===== src/rtl/em2fat_pkg.sv =====
package em2fat_pkg;

    // Field widths
    localparam int TMS_W         = 48;   // width of the millisecond input
    localparam int TIME_BITS_DEF = 48;   // default count of used input bits
    localparam int YEAR_W        = 16;   // holds any year reachable from 48 bits
    localparam int FAT_W         = 32;
    localparam int STEP_W        = 4;

    // Span lengths in milliseconds
    localparam logic [TMS_W-1:0] MS_1970_TO_2000  = 48'd946684800000;
    localparam logic [TMS_W-1:0] MS_400_YEARS     = 48'd12622780800000;
    localparam logic [TMS_W-1:0] MS_FIRST_CENTURY = 48'd3155760000000;
    localparam logic [TMS_W-1:0] MS_CENTURY       = 48'd3155673600000;
    localparam logic [TMS_W-1:0] MS_YEAR          = 48'd31536000000;
    localparam logic [TMS_W-1:0] MS_LEAP_YEAR     = 48'd31622400000;
    localparam logic [TMS_W-1:0] MS_DAY           = 48'd86400000;
    localparam logic [TMS_W-1:0] MS_HOUR          = 48'd3600000;
    localparam logic [TMS_W-1:0] MS_MINUTE        = 48'd60000;
    localparam logic [TMS_W-1:0] MS_TWO_SEC       = 48'd2000;

    // Month lengths, two bits per month starting with January
    localparam logic [23:0] MONTHS_PLAIN = 24'hEEFBB3;
    localparam logic [23:0] MONTHS_LEAP  = 24'hEEFBB7;

    // Calendar anchors
    localparam logic [YEAR_W-1:0] YEAR_1970 = 16'd1970;
    localparam logic [YEAR_W-1:0] YEAR_2000 = 16'd2000;
    localparam logic [YEAR_W-1:0] YEAR_1980 = 16'd1980;
    localparam logic [YEAR_W-1:0] YEAR_2107 = 16'd2107;
    localparam logic [3:0]        MONTH_DEC = 4'd12;

    // Program step addresses
    localparam logic [STEP_W-1:0] STEP_EPOCH = 4'd0;
    localparam logic [STEP_W-1:0] STEP_Q400  = 4'd1;
    localparam logic [STEP_W-1:0] STEP_C1    = 4'd2;
    localparam logic [STEP_W-1:0] STEP_CENT  = 4'd3;
    localparam logic [STEP_W-1:0] STEP_YEAR  = 4'd4;
    localparam logic [STEP_W-1:0] STEP_MONTH = 4'd5;
    localparam logic [STEP_W-1:0] STEP_DAY   = 4'd6;
    localparam logic [STEP_W-1:0] STEP_HOUR  = 4'd7;
    localparam logic [STEP_W-1:0] STEP_MIN   = 4'd8;
    localparam logic [STEP_W-1:0] STEP_SEC   = 4'd9;

    // Which span the step compares against
    typedef enum logic [3:0] {
        K_EPOCH,
        K_Q400,
        K_C1,
        K_CENT,
        K_YEAR,
        K_MONTH,
        K_DAY,
        K_HOUR,
        K_MIN,
        K_TWO_SEC
    } ksel_t;

    // Counter bumped when the span fits
    typedef enum logic [3:0] {
        INC_NONE,
        INC_Y400,
        INC_Y100,
        INC_Y1,
        INC_MONTH,
        INC_DAY,
        INC_HOUR,
        INC_MIN,
        INC_SEC
    } inc_t;

    // Side effect when the span does not fit
    typedef enum logic [1:0] {
        FA_NONE,
        FA_Y1970,
        FA_MONTHS,
        FA_DONE
    } fail_t;

    typedef struct packed {
        ksel_t             ksel;
        inc_t              inc;
        logic [STEP_W-1:0] pass_step;
        fail_t             fail_act;
        logic [STEP_W-1:0] fail_step;
    } ctrl_t;

    // Month length in ms from its two-bit code
    function automatic logic [TMS_W-1:0] month_ms(input logic [1:0] code);
        logic [TMS_W-1:0] len;
        unique case (code)
            2'd0: len = 48'd2419200000;
            2'd1: len = 48'd2505600000;
            2'd2: len = 48'd2592000000;
            2'd3: len = 48'd2678400000;
        endcase
        return len;
    endfunction

    // Control store: each step tests one span and loops or moves on
    function automatic ctrl_t ucode(input logic [STEP_W-1:0] step);
        ctrl_t cw;
        unique case (step)
            STEP_EPOCH: cw = '{K_EPOCH,   INC_NONE,  STEP_Q400,  FA_Y1970,  STEP_YEAR};
            STEP_Q400:  cw = '{K_Q400,    INC_Y400,  STEP_Q400,  FA_NONE,   STEP_C1};
            STEP_C1:    cw = '{K_C1,      INC_Y100,  STEP_CENT,  FA_NONE,   STEP_YEAR};
            STEP_CENT:  cw = '{K_CENT,    INC_Y100,  STEP_CENT,  FA_NONE,   STEP_YEAR};
            STEP_YEAR:  cw = '{K_YEAR,    INC_Y1,    STEP_YEAR,  FA_MONTHS, STEP_MONTH};
            STEP_MONTH: cw = '{K_MONTH,   INC_MONTH, STEP_MONTH, FA_NONE,   STEP_DAY};
            STEP_DAY:   cw = '{K_DAY,     INC_DAY,   STEP_DAY,   FA_NONE,   STEP_HOUR};
            STEP_HOUR:  cw = '{K_HOUR,    INC_HOUR,  STEP_HOUR,  FA_NONE,   STEP_MIN};
            STEP_MIN:   cw = '{K_MIN,     INC_MIN,   STEP_MIN,   FA_NONE,   STEP_SEC};
            STEP_SEC:   cw = '{K_TWO_SEC, INC_SEC,   STEP_SEC,   FA_DONE,   STEP_SEC};
            default:    cw = '{K_TWO_SEC, INC_NONE,  STEP_SEC,   FA_DONE,   STEP_SEC};
        endcase
        return cw;
    endfunction

endpackage


===== src/rtl/epoch_ms_to_fat_timestamp.sv =====
// Channel  | Signals                      | Payload
// ---------+------------------------------+-------------------------------------
// input    | s_tvalid s_tready s_tdata    | utc_ms [47:0]
// output   | m_tvalid m_tready m_tdata    | fat_timestamp [31:0]
//          | m_tuser                      | year_out_of_range [0]
//
// One transaction at a time runs through a ten-step control store that
// tests one span per cycle while running (the last step stalls while the
// output register is full): the epoch span, the 400-year loop, the first
// century and century loop, the year loop and the month/day/hour/minute/second
// loops. A new input is not taken until the current conversion finishes.
// Reset clears the sequencer and the output valid; other registers are not reset.
// A finished result waits in the output register; the next input is taken
// while it waits, and the last step holds if the register is still full.
module epoch_ms_to_fat_timestamp
    import em2fat_pkg::*;
#(
    parameter int TIME_BITS = TIME_BITS_DEF
)
(
    input  logic              clk,
    input  logic              rst_n,
    input  logic              s_tvalid,
    output logic              s_tready,
    input  logic [TMS_W-1:0]  s_tdata,   // [47:0] utc_ms
    output logic              m_tvalid,
    input  logic              m_tready,
    output logic [FAT_W-1:0]  m_tdata,   // [31:0] fat_timestamp
    output logic              m_tuser    // [0] year_out_of_range
);

    localparam int W = (TIME_BITS < TMS_W) ? TIME_BITS : TMS_W;

    // Control state
    logic                busy_reg, busy_next;
    logic [STEP_W-1:0]   pc_reg, pc_next;
    logic                m_tvalid_reg, m_tvalid_next;

    // Datapath registers
    logic [W-1:0]        t_reg, t_next;
    logic [YEAR_W-1:0]   year_reg, year_next;
    logic [6:0]          y100_reg, y100_next;   // year mod 100
    logic [8:0]          y400_reg, y400_next;   // year mod 400
    logic [23:0]         months_reg, months_next;
    logic [3:0]          m_reg, m_next;
    logic [4:0]          d_reg, d_next;
    logic [4:0]          h_reg, h_next;
    logic [5:0]          n_reg, n_next;
    logic [4:0]          s2_reg, s2_next;
    logic [FAT_W-1:0]    m_tdata_reg, m_tdata_next;
    logic                m_tuser_reg, m_tuser_next;

    ctrl_t               cw;
    logic                leap;
    logic [TMS_W-1:0]    t_wide;
    logic [TMS_W-1:0]    k;
    logic [TMS_W-1:0]    diff;
    logic                pass;
    logic                out_free;
    logic [YEAR_W-1:0]   year_rel;

    assign s_tready = !busy_reg;
    assign m_tvalid = m_tvalid_reg;
    assign m_tdata  = m_tdata_reg;
    assign m_tuser  = m_tuser_reg;

    // Leap test from the running residues
    assign leap = (year_reg[1:0] == 2'd0) && ((y100_reg != 7'd0) || (y400_reg == 9'd0));

    // Current control word and the span it selects
    assign cw     = ucode(pc_reg);
    assign t_wide = TMS_W'(t_reg);

    always_comb
    begin
        unique case (cw.ksel)
            K_EPOCH:   k = MS_1970_TO_2000;
            K_Q400:    k = MS_400_YEARS;
            K_C1:      k = MS_FIRST_CENTURY;
            K_CENT:    k = MS_CENTURY;
            K_YEAR:    k = leap ? MS_LEAP_YEAR : MS_YEAR;
            K_MONTH:   k = month_ms(months_reg[1:0]);
            K_DAY:     k = MS_DAY;
            K_HOUR:    k = MS_HOUR;
            K_MIN:     k = MS_MINUTE;
            K_TWO_SEC: k = MS_TWO_SEC;
            default:   k = MS_TWO_SEC;
        endcase
    end

    // Span fits; December takes the remainder without a test
    assign diff     = t_wide - k;
    assign pass     = (t_wide >= k) && !((cw.ksel == K_MONTH) && (m_reg == MONTH_DEC));
    assign out_free = !m_tvalid_reg || m_tready;
    assign year_rel = year_reg - YEAR_1980;

    // Sequencer and datapath next state
    always_comb
    begin
        busy_next     = busy_reg;
        pc_next       = pc_reg;
        m_tvalid_next = m_tvalid_reg && !m_tready;
        t_next        = t_reg;
        year_next     = year_reg;
        y100_next     = y100_reg;
        y400_next     = y400_reg;
        months_next   = months_reg;
        m_next        = m_reg;
        d_next        = d_reg;
        h_next        = h_reg;
        n_next        = n_reg;
        s2_next       = s2_reg;
        m_tdata_next  = m_tdata_reg;
        m_tuser_next  = m_tuser_reg;

        if (!busy_reg)
        begin
            if (s_tvalid)
            begin
                busy_next = 1'b1;
                pc_next   = STEP_EPOCH;
                t_next    = s_tdata[W-1:0];
                year_next = YEAR_2000;
                y100_next = 7'd0;
                y400_next = 9'd0;
                m_next    = 4'd1;
                d_next    = 5'd1;
                h_next    = 5'd0;
                n_next    = 6'd0;
                s2_next   = 5'd0;
            end
        end
        else if (pass)
        begin
            t_next  = diff[W-1:0];
            pc_next = cw.pass_step;
            unique case (cw.inc)
                INC_NONE:  ;
                INC_Y400:  year_next = year_reg + 16'd400;
                INC_Y100:
                begin
                    year_next = year_reg + 16'd100;
                    y400_next = (y400_reg >= 9'd300) ? y400_reg - 9'd300 : y400_reg + 9'd100;
                end
                INC_Y1:
                begin
                    year_next = year_reg + 16'd1;
                    y100_next = (y100_reg == 7'd99) ? 7'd0 : y100_reg + 7'd1;
                    y400_next = (y400_reg == 9'd399) ? 9'd0 : y400_reg + 9'd1;
                end
                INC_MONTH:
                begin
                    m_next      = m_reg + 4'd1;
                    months_next = months_reg >> 2;
                end
                INC_DAY:   d_next  = d_reg + 5'd1;
                INC_HOUR:  h_next  = h_reg + 5'd1;
                INC_MIN:   n_next  = n_reg + 6'd1;
                INC_SEC:   s2_next = s2_reg + 5'd1;
                default:   ;
            endcase
        end
        else
        begin
            pc_next = cw.fail_step;
            unique case (cw.fail_act)
                FA_NONE:   ;
                FA_Y1970:
                begin
                    year_next = YEAR_1970;
                    y100_next = 7'd70;
                    y400_next = 9'd370;
                end
                FA_MONTHS: months_next = leap ? MONTHS_LEAP : MONTHS_PLAIN;
                FA_DONE:
                begin
                    // Hand over only when the output register is free
                    if (out_free)
                    begin
                        busy_next     = 1'b0;
                        m_tvalid_next = 1'b1;
                        m_tdata_next  = {year_rel[6:0], m_reg, d_reg, h_reg, n_reg, s2_reg};
                        m_tuser_next  = (year_reg < YEAR_1980) || (year_reg > YEAR_2107);
                    end
                    else
                    begin
                        pc_next = pc_reg;
                    end
                end
                default:   ;
            endcase
        end
    end

    // Control registers
    always_ff @(posedge clk or negedge rst_n)
    begin
        if (!rst_n)
        begin
            busy_reg     <= 1'b0;
            pc_reg       <= STEP_EPOCH;
            m_tvalid_reg <= 1'b0;
        end
        else
        begin
            busy_reg     <= busy_next;
            pc_reg       <= pc_next;
            m_tvalid_reg <= m_tvalid_next;
        end
    end

    // Payload registers
    always_ff @(posedge clk)
    begin
        t_reg       <= t_next;
        year_reg    <= year_next;
        y100_reg    <= y100_next;
        y400_reg    <= y400_next;
        months_reg  <= months_next;
        m_reg       <= m_next;
        d_reg       <= d_next;
        h_reg       <= h_next;
        n_reg       <= n_next;
        s2_reg      <= s2_next;
        m_tdata_reg <= m_tdata_next;
        m_tuser_reg <= m_tuser_next;
    end

`ifndef SYNTH
    // Program counter stays inside the control store
    a_pc_range: assert property (@(posedge clk) disable iff (!rst_n)
        busy_reg |-> (pc_reg <= STEP_SEC))
        else $error("step counter outside program");

    // A new transaction starts the program at its first step
    a_start: assert property (@(posedge clk) disable iff (!rst_n)
        (s_tvalid && s_tready) |=> (busy_reg && (pc_reg == STEP_EPOCH)))
        else $error("conversion did not start");

    // Month counter stays 1..12 while stepping
    a_month: assert property (@(posedge clk) disable iff (!rst_n)
        (busy_reg && (pc_reg >= STEP_MONTH)) |-> ((m_reg >= 4'd1) && (m_reg <= MONTH_DEC)))
        else $error("month counter out of range");

    // Year residues stay in their moduli
    a_resid: assert property (@(posedge clk) disable iff (!rst_n)
        busy_reg |-> ((y100_reg < 7'd100) && (y400_reg < 9'd400)))
        else $error("year residue out of range");

    // A result appears only as the conversion finishes
    a_done: assert property (@(posedge clk) disable iff (!rst_n)
        $rose(m_tvalid_reg) |-> ($past(busy_reg) && !busy_reg))
        else $error("result without finished conversion");
`endif

endmodule


===== config.mk =====
export PLATFORM = sky130hd
export DESIGN_NAME = epoch_ms_to_fat_timestamp
export DESIGN_NICKNAME = d
export VERILOG_FILES = /design/src/rtl/em2fat_pkg.sv /design/src/rtl/epoch_ms_to_fat_timestamp.sv
export SDC_FILE = /design/constraint.sdc
export NUM_CORES = 1
export LEC_CHECK = 0
export CORE_ASPECT_RATIO = 0.75
export CORE_MARGIN = 4
export CORE_UTILIZATION = 38
export CTS_CLUSTER_SIZE = 16
export DETAILED_ROUTE_END_ITERATION = 10
export DONT_BUFFER_PORTS = 1
export GPL_TIMING_DRIVEN = 1
export PLACE_DENSITY = 0.55
export SETUP_SLACK_MARGIN = 0.1
export SLEW_MARGIN = 30
export SYNTH_ARGS = -nofsm -noshare
export SYNTH_HDL_FRONTEND = slang
export SYNTH_SLANG_ARGS = --single-unit

===== constraint.sdc =====
create_clock -name clk -period 17.8 [get_ports clk]
set_input_delay 4.45 -clock clk [delete_from_list [all_inputs] [get_ports clk]]
set_output_delay 4.45 -clock clk [all_outputs]
set_load 0.01 [all_outputs]

==> run_results.csv, run 1 <==
group,metric,value,unit
global_routing,grt_max_degree,75,
floorplanning,die_height,156,um
detailed_routing,vias_per_cell,5.66,
global_routing,grt_usage,17.5,%
finish,fillCellCount,2794,
yosys,synth_edf_count,161,
yosys,synth.cell_area,11100,um^2
floorplanning,die_w,205,um
floorplanning,start_util,39.1,%
yosys,yosys_most_used_dff,"edfxtp_1",
finish,multi_input_area,5670,um^2
run_status,outcome,"finished, final reports clean",
detailed_routing,drtIter0Drc,1057,
clocking,cts_max_level,4,
yosys,ys_ff_latch,167,
detailed_routing,ant_nets,0,
finish,finalNetCount,1234,
clocking,ctsHoldBuffers,0,
global_routing,grt_pass1_wl,44200,um
timing,setup_viol,0,
timing,hold_viol,0,
run,maxCapViolations,0,
worst_setup_path,crit_top_cell,"clkinv_1",
finish,antenna_cells,0,
global_routing,grt_pass1_vias,7740,
floorplanning,core_area,28400,um^2
finish,mostFrequentLayoutCell,"edfxtp_1",
clocking,cts_setup_buffers,0,
finish,final_layout_size_suffix_gt1_share,7.89,%
detailed_routing,drc,0,
timing,timing.slew.headroom,35.8,%
clocking,cts_made_buffers,17,
placed_design,place_ws,10.96,ns
timing,max_freq,146,MHz
detailed_routing,dr_total_vias,8566,
worst_setup_path,crit_path_end_kind,"flop",
finish,utilization,42.3,%
worst_setup_path,crit_chain,"clkinv_1, a21oi_1, clkinv_1, ha_1, a21o_1, a22o_1, o311ai_2, o211ai_1, o211ai_2, nand2_2, nand2_1, o221a_2",
timing,fin_crit,6.87,ns
worst_setup_path,crit_path_start_kind,"flop",
clocking,max-clock-path-buffers,2,
detailed_routing,dr.pass1.iters,5,
timing,setup_ws,10.93,ns
worst_setup_path,crit_required,17.89,ns
global_routing,overflow,0,
timing,finalClockSkew,0.0169,ns
placed_design,place.gp.congestion,0.907,
finish,largest_reg_flops,48,
yosys,async_flop_share,3.59,%
placed_design,io_buffer_count,0,
timing,timing.hold.ws,0.483,ns
yosys,ys_warn_count,0,
clocking,insertion_delay,0.45,ns
floorplanning,fp.dieArea,32100,um^2
finish,regArea,4990,um^2
timing,setup-tns-final,0,ns
clocking,cts_root_buffer,"clkbuf_16",
worst_setup_path,cp_max_fo,43,
yosys,syn_nets,1266,
finish,mostFrequentLayoutCells,"edfxtp_1, nand2_1, nor2_1",
worst_setup_path,worstSetupPathType,"reg -> reg",
placed_design,dp_hpwl,20300,um
timing,rsz0062_at_grt,"false",
worst_setup_path,cp_slowest_stage_delay,0.98,ns
yosys,avgSynthCellArea,9.68,um^2
yosys,synth_cell_types,82,
detailed_routing,routed_wl,28500,um
floorplanning,top_level_ports,87,
worst_setup_path,arrival,6.96,ns
hold_path,min_path_type,"reg -> reg",
timing,tightest_slew,0.964,ns
timing,period_share,38.6,%
clocking,clkTransAtPathRegs,0.07,ns
finish,syn2layout_area_growth,7.99,%
clocking,cts_sinks,167,
global_routing,antenna_found_initial,2,
clocking,cts_resized,0,
timing,slew_viol_final,0,
clocking,cts_tree,"done",
detailed_routing,wl_per_cell,18.8,um
floorplanning,rows,53,
worst_setup_path,cp_slowest_cell,"dfrtp_1",
yosys,synthesis.instances,1147,
yosys,yosysSeqAreaShare,44.9,%
==> metrics by stage <==
| step | cell area (um^2) | instances |
|---|---|---|
| final | 12000 | 1513 |
| after global routing | 12000 | 1513 |
| after CTS | 12000 | 1513 |
| after detailed placement | 11400 | 1481 |
| after global placement | 11400 | 1481 |
| after floorplan | 11100 | 1147 |
==> Yosys cell counts (all sizes together), types with 13 or more instances <==
| master | instances | area share (%) |
|---|---|---|
| a21o | 17 | 1.1 |
| nand4 | 18 | 1.1 |
| nor2 | 112 | 3.8 |
| nand3 | 47 | 2.1 |
| clkbuf | 46 | 1.9 |
| xnor2 | 39 | 3.1 |
| xor2 | 32 | 2.5 |
| nand2 | 118 | 4.0 |
| a31oi | 13 | 0.73 |
| o211ai | 16 | 1.1 |
| ha | 66 | 7.4 |
| o21ai | 68 | 3.1 |
| inv | 47 | 1.6 |
| mux2 | 25 | 2.5 |
| a21oi | 93 | 4.2 |
| and2 | 17 | 0.97 |
| nand2b | 24 | 1.4 |
| nor3 | 19 | 0.86 |
| edfxtp | 161 | 44 |
==> final timing paths <==
path                       startpoint  slack (ns)          end  cells past startpoint
setup / recovery            pc_reg[2]       10.93  year_reg[8]                     12
hold / removal              s2_reg[4]        0.48   m_tdata[4]                      0
setup reg to reg            pc_reg[2]       10.93  year_reg[8]                     12
hold reg to reg             s2_reg[4]        0.48   m_tdata[4]                      0
max in group asynchronous       rst_n       14.01     busy_reg                      0
min in group asynchronous       rst_n        3.69    pc_reg[3]                      0
==> worst max-delay path: cells and delay by family, from the launching register on <==
| kind | cells | cell delay (ns) |
|---|---|---|
| AO/OA/AOI/OAI | 7 | 2.71 |
| buffers and inverters | 2 | 1.12 |
| AND/OR/NAND/NOR | 2 | 1.24 |
| adder cells (fa/ha/maj) | 1 | 0.43 |
| flip-flops | 1 | 0.98 |
==> cells by family after synthesis <==
| logic type | after synthesis | synth area share [%] |
|---|---|---|
| simple gates | 405 | 17.3 |
| mux | 26 | 2.63 |
| compound gates | 304 | 17.8 |
| flops | 167 | 44.9 |
| fa+ha+maj | 67 | 7.62 |
| xor+xnor | 71 | 5.60 |
| buf+inv | 107 | 4.25 |
==> layout make-up <==
cell class / count / area share, %
repair buffers: 7 / 0.438
clock buffers: 17 / 3.55
flip-flops and latches: 167 / 41.6
clock inverters: 15 / 1.60
inverters: 49 / 1.53
well taps: 385 / 4.02
multi-input cells: 873 / 47.3
==> per-layer routing <==
layer / GRT usage (%) / share of wire (%) / vias up
met3: 4.26 / 6.5 / 24
met4: 4.05 / 1.0 / 4
met5: 0 / 0.11 / -
met2: 23.2 / 39 / 299
met1: 28.0 / 53 / 4074
li1: - / - / 4165
Power of run 1 is left out: the tool's default activity adds up to more than one toggle a clock period on the data nets, which glitch-free logic cannot reach.
==> run 2: changes to the inputs <==
- clock period: 17.8 -> 6.8 ns (I/O delays scaled with it)
==> run 2 against run 1 <==
Effect of this change:
- sequential share of layout area shrank 0.15 points
- first-iteration DRC count shrank 6.3%
- via count grew 0.81%
- cell count grew 0.66%
- highest routed layer unchanged
- hold slack lost 0.0055 ns
==> run_results.csv, run 2 (synthesis gave the netlist of run 1 again) <==
group,metric,value,unit
worst_setup_path,crit_path_start_kind,"flop",
floorplanning,rows,53,
floorplanning,core_area,28400,um^2
timing,fin_crit,5.87,ns
timing,timing.slew.headroom,37.5,%
clocking,ctsHoldBuffers,0,
clocking,cts_max_level,4,
worst_setup_path,arrival,5.98,ns
worst_setup_path,worstSetupPathType,"reg -> reg",
worst_setup_path,worstReg2RegEnd,"months_reg[14]",
worst_setup_path,setup.worst_path.start,"y400_reg[4]",
hold_path,min_path_type,"reg -> reg",
global_routing,grt_pass1_wl,45000,um
clocking,cts_setup_buffers,0,
worst_setup_path,crit_path_end_kind,"flop",
global_routing,overflow,0,
timing,slew_viol_final,0,
detailed_routing,drtIter0Drc,990,
worst_setup_path,crit_end,"months_reg[14]",
worst_setup_path,r2r_slack,0.93,ns
placed_design,place.gp.congestion,0.916,
worst_setup_path,cp_max_fo,23,
detailed_routing,wl_per_cell,19.0,um
timing,setup_viol,0,
detailed_routing,dr_total_vias,8635,
floorplanning,start_util,39.1,%
floorplanning,fp.dieArea,32100,um^2
timing,max_freq,170,MHz
clocking,cts_tree,"done",
timing,tightest_slew,0.925,ns
worst_setup_path,reg2reg_depth,18,
detailed_routing,drc,0,
timing,setup-tns-final,0,ns
run,maxCapViolations,0,
finish,mostFrequentLayoutCell,"edfxtp_1",
clocking,cts_root_buffer,"clkbuf_16",
timing,timing.hold.ws,0.478,ns
run_status,outcome,"finished, final reports clean",
floorplanning,die_w,205,um
timing,rsz0062_at_grt,"false",
global_routing,grt_max_degree,76,
finish,final_layout_size_suffix_gt1_share,8.70,%
detailed_routing,routed_wl,29000,um
placed_design,dp_hpwl,20900,um
finish,finalNetCount,1245,
detailed_routing,vias_per_cell,5.67,
timing,hold_viol,0,
timing,finalClockSkew,0.0183,ns
floorplanning,top_level_ports,87,
finish,antenna_cells,0,
finish,utilization,42.4,%
floorplanning,die_height,156,um
clocking,cts_sinks,167,
clocking,clkTransAtPathRegs,0.07,ns
detailed_routing,dr.pass1.iters,5,
finish,largest_reg_flops,48,
worst_setup_path,crit_required,6.91,ns
worst_setup_path,reg2reg_from,"y400_reg[4]",
finish,mostFrequentLayoutCells,"edfxtp_1, nand2_1, nor2_1",
timing,period_share,86.3,%
global_routing,grt_usage,17.8,%
global_routing,antenna_found_initial,2,
global_routing,grt_pass1_vias,7901,
timing,setup_ws,0.932,ns
finish,fillCellCount,2796,
clocking,max-clock-path-buffers,2,
detailed_routing,ant_nets,0,
placed_design,place_ws,0.960,ns
clocking,cts_resized,0,
finish,syn2layout_area_growth,8.37,%
clocking,insertion_delay,0.44,ns
placed_design,io_buffer_count,0,
clocking,cts_made_buffers,17,
[run 2: critical path, cell delays in order, from the launching register on]
cell      delay, ns
edfxtp_1       0.58
nor3_1         0.25
nand4_1        0.13
a41oi_1        0.23
buf_4          0.19
o21ai_0        0.07
a21boi_0       0.42
o21ai_0        0.14
a211o_1        0.31
ha_1           0.44
nand4_2        0.16
or4_4          0.46
o211ai_1       0.43
o211ai_2       0.21
nand2_2        0.43
inv_2          0.22
or3_1          0.41
a21oi_2        0.14
buf_4          0.30
[run 2: worst min path at each step]
stage | start | endpoint | slack, ns | cells after the start
after floorplan | n_reg[1] | m_tdata[6] | 0.45 | 0
after global placement | n_reg[5] | m_tdata[10] | 0.46 | 0
after detailed placement | s2_reg[4] | m_tdata[4] | 0.46 | 0
after CTS | s2_reg[4] | m_tdata[4] | 0.48 | 0
after global routing | d_reg[4] | m_tdata[20] | 0.48 | 0
final | s2_reg[4] | m_tdata[4] | 0.48 | 0
[run 2: routing by layer]
metal	global-route usage, %	share of wire (%)	wire length (um)
met2	24.2	40	11500
met1	28.5	53	15300
met5	0	0.12	34
met3	3.93	6.2	1810
met4	3.67	1.1	318
[run 2: area by class of cell]
cell class              instances  area (um^2)  share of cell area [%]
inverters                      49          184                    1.53
multi-input cells             873         5670                    47.1
clock inverters                14          144                    1.20
repair buffers                 18          148                    1.23
flip-flops and latches        167         4990                    41.4
well taps                     385          482                    4.00
clock buffers                  17          425                    3.53
[run 2: metrics by stage]
step                cells  cell area, um^2
floorplan            1147            11100
global placement     1492            11500
detailed placement   1492            11500
CTS                  1523            12000
global route         1523            12000
finish               1523            12000
Power of run 2 is left out for the same reason.
